$ cat config.mk
export PLATFORM = sky130hd
export DESIGN_NAME = obs_div
export DESIGN_NICKNAME = d
export VERILOG_FILES = /design/src/rtl/obs_pkg.sv /design/src/rtl/obs_div.sv
export SDC_FILE = /design/constraint.sdc
export NUM_CORES = 1
export LEC_CHECK = 0
export ABC_AREA = 1
export ABC_CLOCK_PERIOD_IN_PS = 6150
export BUFFER_PORTS_ARGS = -buffer_cell sky130_fd_sc_hd__buf_2
export CAP_MARGIN = 20
export CORE_ASPECT_RATIO = 2
export CORE_MARGIN = 2
export CORE_UTILIZATION = 35
export CTS_CLUSTER_SIZE = 25
export DETAILED_ROUTE_END_ITERATION = 10
export SYNTH_ARGS = -nofsm -noshare
export SYNTH_HDL_FRONTEND = slang
export SYNTH_SLANG_ARGS = --single-unit
export TNS_END_PERCENT = 10
$ cat constraint.sdc
create_clock -name clk -period 6.15 [get_ports clk]
set_clock_uncertainty 0.1 [all_clocks]
set_input_delay 0.3075 -clock clk [delete_from_list [all_inputs] [get_ports clk]]
set_output_delay 0.3075 -clock clk [all_outputs]
set_load 0.01 [all_outputs]
$ cat src/rtl/obs_pkg.sv
// ----------------------------------------------------------------------------
// obs_pkg
// Shared types, codes and defaults for the order book bucket snapshot block.
// ----------------------------------------------------------------------------
package obs_pkg;

  // Default sizes handed to the top level
  localparam int NUM_SYMBOLS_DEF    = 16;
  localparam int BOOK_DEPTH_DEF     = 64;
  localparam int MAX_OUT_LEVELS_DEF = 32;

  // Register reset values
  localparam logic [46:0] BUCKET_LENGTH_RST = 47'd1000000000;
  localparam logic [5:0]  OUTPUT_LEVELS_RST = 6'd10;
  localparam logic        BOOK_EVENTS_RST   = 1'b1;
  localparam logic [15:0] SYMBOL_MASK_RST   = 16'hFFFF;

  // Bits of the divider dividend
  localparam int DIV_BITS = 64;

  typedef enum logic [1:0] {
    CMD_HEADER = 2'd0,
    CMD_LEVEL  = 2'd1,
    CMD_FLUSH  = 2'd2
  } cmd_t;

  typedef enum logic [1:0] {
    REG_BUCKET_LENGTH = 2'd0,
    REG_OUTPUT_LEVELS = 2'd1,
    REG_BOOK_EVENTS   = 2'd2,
    REG_SYMBOL_MASK   = 2'd3
  } reg_idx_t;

  typedef enum logic [3:0] {
    ST_IDLE,
    ST_DIV,
    ST_FIX,
    ST_CMP,
    ST_EMIT_SETUP,
    ST_EMIT,
    ST_COMMIT,
    ST_SCAN,
    ST_DECIDE,
    ST_SHIFT,
    ST_WRITE
  } state_t;

  typedef struct packed {
    logic [1:0]         command;
    logic [3:0]         symbol;
    logic signed [63:0] timestamp;
    logic               is_snapshot;
    logic               side;
    logic signed [63:0] price;
    logic [31:0]        quantity;
  } in_item_t;

  typedef struct packed {
    logic signed [63:0] bucket_start;
    logic [3:0]         row_symbol;
    logic [4:0]         level_index;
    logic               crossed;
    logic               bid_valid;
    logic signed [63:0] bid_price;
    logic [31:0]        bid_quantity;
    logic               ask_valid;
    logic signed [63:0] ask_price;
    logic [31:0]        ask_quantity;
    logic               last_row;
  } out_item_t;

  // One ladder entry as stored in memory
  typedef struct packed {
    logic [63:0] price;
    logic [31:0] quantity;
  } entry_t;

  // Signed greater-than on two's complement patterns
  function automatic logic sgt(logic [63:0] a, logic [63:0] b);
    return $signed(a) > $signed(b);
  endfunction

endpackage

$ cat src/rtl/obs_div.sv
// ----------------------------------------------------------------------------
// obs_div
// Restoring divider, one quotient bit per cycle; returns the remainder only.
// ----------------------------------------------------------------------------
module obs_div (
  input  logic        clk,
  input  logic        rst,
  input  logic        start,
  input  logic [63:0] dividend,
  input  logic [46:0] divisor,
  output logic        done,
  output logic [46:0] remainder
);
  import obs_pkg::*;

  localparam int CNTW = $clog2(DIV_BITS + 1);

  logic [CNTW-1:0] count;
  logic [63:0]     quo;
  logic [46:0]     dsr;
  logic            running;
  logic [47:0]     trial;

  // Shift in the next dividend bit
  assign trial = {remainder, quo[63]};

  always_ff @(posedge clk) begin
    if (rst) begin
      running <= 1'b0;
      done    <= 1'b0;
      count   <= '0;
    end else begin
      done <= 1'b0;
      if (start) begin
        running   <= 1'b1;
        count     <= CNTW'(DIV_BITS);
        quo       <= dividend;
        dsr       <= divisor;
        remainder <= '0;
      end else if (running) begin
        // Subtract where the partial remainder allows
        if (trial >= {1'b0, dsr}) begin
          remainder <= 47'(trial - {1'b0, dsr});
        end else begin
          remainder <= trial[46:0];
        end
        quo   <= {quo[62:0], 1'b0};
        count <= count - 1'b1;
        if (count == CNTW'(1)) begin
          running <= 1'b0;
          done    <= 1'b1;
        end
      end
    end
  end

endmodule

; After elaboration in Yosys (flattened, before gate mapping)
; Cells that the tools add are included.
[op_classes]
n_addsub = 2
magnitude_cmp = 1
eq_ne = 1
muxes = 10
bitwise_logic = 2
reduce_logical = 5
[op_table]
columns = op, count
row1 = 64-bit 2-to-1 mux, 2
row2 = 47-bit 2-to-1 mux, 2
row3 = 48-bit by 47-bit >= comparator with 1-bit output, 1
row4 = 47-bit subtractor, 1
row5 = 7-bit 2-to-1 mux, 2
row6 = "7-bit by 1-bit equality test with 1-bit output, second input constant", 1
row7 = "7-bit by 1-bit subtractor with 7-bit output, second input constant", 1
row8 = 1-bit 2-to-1 mux, 4
row9 = 2-bit AND reduction, 2
row10 = 3-bit OR reduction, 1
row11 = 1-bit inverter, 2
row12 = 2-bit nonzero test, 1
row13 = 2-bit OR reduction, 1
[word_totals]
reg_bits = 167
out_inout_bits = 48
word_cells = 28

; Depth between registers and ports, before layout
[depth]
depth_word = 4
depth_mapped = 16

; Worst setup path after synthesis
; Ideal clock, no wire load.
[synth_path]
kind = input-to-reg
from = input port start
to = register quo[0], enable pin
setup_time_ns = 0.620
arrival_time_ns = 5.968
required_ns = 5.430
setup_slack_ns = -0.538
cell_stages = 3
path_buffers = 1
path_cell_list = inv_1 clkbuf_1 a21oi_1
[synth_between]
elab_chain_cells = 2
[synth_lines]
columns = element, line
row1 = start: declaration, obs_div.sv:8  ; input logic start,
row2 = 2-bit nonzero test (no line), -
row3 = 2-bit AND reduction (no line), -
row4 = end signal: assignment, obs_div.sv:37  ; quo <= dividend;
row5 = end signal: assignment, obs_div.sv:47  ; quo <= {quo[62:0], 1'b0};
row6 = end: declaration, obs_div.sv:19  ; logic [63:0] quo;
; Every way passes these cells.
; A chain may end at the register's enable or synchronous reset.

; Final worst setup path
[layout_path]
from = register quo[63]
to = register remainder[26], data pin
[layout_between]
elab_chain_cells = 3
[layout_lines]
columns = element, line
row1 = 47-bit subtractor / 48-bit by 47-bit >= comparator with 1-bit output (equally long branches), "obs_div.sv:43, obs_div.sv:42"
row2 = 47-bit 2-to-1 mux *, obs_div.sv:42  ; if (trial >= {1'b0, dsr}) begin
row3 = 47-bit 2-to-1 mux *, obs_div.sv:40  ; end else if (running) begin
row4 = end signal: assignment, obs_div.sv:43  ; remainder <= 47'(trial - {1'b0, dsr});
row5 = end signal: assignment, obs_div.sv:45  ; remainder <= trial[46:0];
row6 = end: declaration, obs_div.sv:12  ; output logic [46:0] remainder
; Every way passes the cells marked *; elsewhere a longest branch is shown, timed or not. The select of a mux whose other input is x is not followed.

==> impl_metrics.json <==
{
  "status": "complete, no violations",
  "avgSynthCellArea_um2": 7.18,
  "syn_nets": 1707,
  "drt-wirelength-per-cell_um": 13.7,
  "vias_per_cell": 4.45,
  "h-tree-depth": 4,
  "ant_nets": 0,
  "arrival_ns": 3.43,
  "hold_path.class": "primary input to register",
  "grt_util_all_layers": 0.185,
  "die_x_um": 130,
  "period_needed_ns": 3.33,
  "wl_um": 30100,
  "diodes": 0,
  "ys_types": 39,
  "drv_slew": 0,
  "gr-total-overflow": 0,
  "stdcell_count": 2196,
  "worstSkewPairLatency_ns": 0.46,
  "p_leak_nw": 6.94,
  "drt_iter0_markers": 584,
  "cp_max_fo": 79,
  "layout.nets": 1924,
  "grt_start_max_net_pins": 102,
  "hold_viol": 0,
  "antenna_found_initial": 0,
  "vias": 9771,
  "hpwl_um": 23100,
  "crit_top_cell": "nand2_1",
  "grt-busiest-layer": "met2",
  "row_count": 92,
  "utilization": 0.432,
  "worstMarginPinSlew_ns": 0.985,
  "synth_seq_cells": 167,
  "placed_cells": 2103,
  "die_height_um": 256,
  "critPathLaunch": "quo[63]",
  "syn_to_final_growth_pct": 22.1,
  "crit_path_cell_trace": "inv_1, ha_1, fa_1, inv_1, nand3_1, nand3_1, nand2_1, nand2_1, nand2_1, nand3_2, nand2_4, nand3_4, o21ai_0, nor2_1",
  "cap_violations": 0,
  "placed_area_mm2": 0.0123,
  "slowest_delay_ns": 0.65,
  "netlist_area_mm2": 0.0111,
  "seq_power_share": 0.404,
  "vdd_ir_drop_max_v": 0.000285,
  "worstSetupEndpointType": "register",
  "cts_buffers": 17,
  "root_buffer": "clkbuf_16",
  "netSwitchingPower_mw": 1.15,
  "drive_gt1_frac": 0.140,
  "ys_seq_area_frac": 0.444,
  "p_per_area_mw_per_mm2": 257,
  "critical-path-slowest-cell": "nand3_4",
  "slew-limit-headroom": 0.343,
  "dieArea_mm2": 0.0332,
  "startpoint_type": "register",
  "setup_viol": 0,
  "port_buffers": 161,
  "power_frac_clock": 0.313,
  "grt_pass1_wl_um": 47500,
  "use_met1": 0.228,
  "dr.pass1.iters": 6,
  "intPower_mw": 2.32,
  "yosysWarnings": 0,
  "fin_tns_setup_ns": 0,
  "use_met2": 0.311,
  "synth_top_area_share": 0.428,
  "final_common_cell": "nand2_1",
  "rsz0062_at_grt": "false",
  "start_util": 0.354,
  "clock_path_buffers": 2,
  "coreArea_mm2": 0.0313,
  "critPathKind": "register to register",
  "period_share": 0.541,
  "combPwrFrac": 0.283,
  "min-delay-start": "dividend[15]",
  "cp.required_ns": 6.25,
  "synthTopCellsByArea": "edfxtp_1 43%, nand2_1 22%, inv_1 9.0%, ha_1 5.5%, nor2_1 5.5%",
  "r2r-start": "quo[63]",
  "cts_sinks": 167,
  "fmax_ghz": 0.300,
  "grtUsageMet3": 0.0399,
  "grt_pass1_vias": 9174,
  "cts_tree": "done",
  "syn_inst": 1543,
  "mostFrequentLayoutCells": "653 x nand2_1, 264 x inv_1, 162 x nor2_1, 161 x buf_2, 158 x edfxtp_1",
  "yosysTopAreaCell": "edfxtp_1",
  "swShare": 0.332,
  "finalInstanceArea_mm2": 0.0135,
  "remaining_drc_errors": 0,
  "clk_pin_slew_ns": 0.07,
  "place.gp.congestion": 1.00,
  "ios": 162
}
[Yosys cell counts]
library cell and count:
dfxtp_1 9, nand3_1 46, o21bai_1 5, or2_2 2
xor2_1 1, nor4_1 3, nand3b_1 1, inv_1 265
nor2_1 163, nor3_1 7, nor2_2 8, nor2_4 4
xnor2_1 22, nor3b_1 1, nand2_1 653, nand4_1 22
clkbuf_1 17, buf_12 1, and2_2 1, o21ai_0 16
edfxtp_1 158, nand2_4 1, buf_6 1, a21oi_2 10
nor3_2 1, nand3_2 1, buf_4 1, and2_1 4
a21oi_1 34, buf_1 3, fa_1 1, ha_1 49
o21a_1 1, nand3_4 1, nand2_2 8, clkinv_1 1
a211oi_1 1, buf_2 5, inv_2 15
[routing by layer]
layer	vias up	wire, um
li1	5178	-
met1	4327	13100
met2	221	14600
met3	45	1500
met4	0	893
met5	-	0
[what timing repair did]
item                       CTS  global route
buffers inserted             0             0
setup endpoints to repair    0             0
hold buffers                61             0
gates resized for setup      0             0
hold endpoints to repair    61             0
[path summary, 6_finish.rpt]
check                                     end  slack [ns]  cells past startpoint
worst max register to register  remainder[26]        2.82                     14
worst min register to register       count[6]        0.37                      2
worst min-delay path                  quo[15]        0.02                      3
worst max-delay path            remainder[26]        2.82                     14
[cell families after synthesis]
group                    after synthesis  share of synthesized area
buffers and inverters                309                      0.108
adder cells (fa/ha/maj)               50                     0.0571
AND/OR/NAND/NOR                      927                      0.337
flip-flops                           167                      0.444
AO/OA/AOI/OAI                         67                     0.0352
XOR/XNOR                              23                     0.0182
[power by group through the flow]
stage | logic, mW | clock network, mW | registers [mW]
finish | 0.982 | 1.09 | 1.40
global route | 1.12 | 1.15 | 1.41
CTS | 0.989 | 1.12 | 1.40
detailed placement | 0.953 | 0 | 1.43
global placement | 0.951 | 0 | 1.42
floorplan | 0.668 | 0 | 1.44
[metrics by stage]
stage          power (mW)  hold WS, ns  setup WS [ns]
2_1_floorplan        2.11        0.277           1.91
3_3_place_gp         2.37        0.355           2.78
6_report             3.47       0.0229           2.82
5_1_grt              3.68       0.0190           2.39
3_5_place_dp         2.38        0.358           2.71
4_1_cts              3.51     0.000696           2.74
[worst max-delay path: cells and delay by family, from the launching register on]
kind	cells	cell delay, ns
adders and majority gates	2	0.40
AOI/OAI and AO/OA	1	0.43
and+or+nand+nor	9	1.49
DFF	1	0.40
buffers and inverters	2	0.16
[flip-flops by register name, summed over array words and instances (netlist names)]
name       cells
done           1
count          7
remainder     47
dsr           47
running        1
quo           64
[cell type report]
class	instances	area (um^2)
Tap cell	423	529
Multi-Input combinational cell	1067	4980
Fill cell	3382	17800
Clock buffer	20	437
Inverter	281	1060
Clock inverter	12	144
Timing Repair Buffer	226	1460
Sequential cell	167	4920
Note: power is estimated with default switching activity, not from simulation.
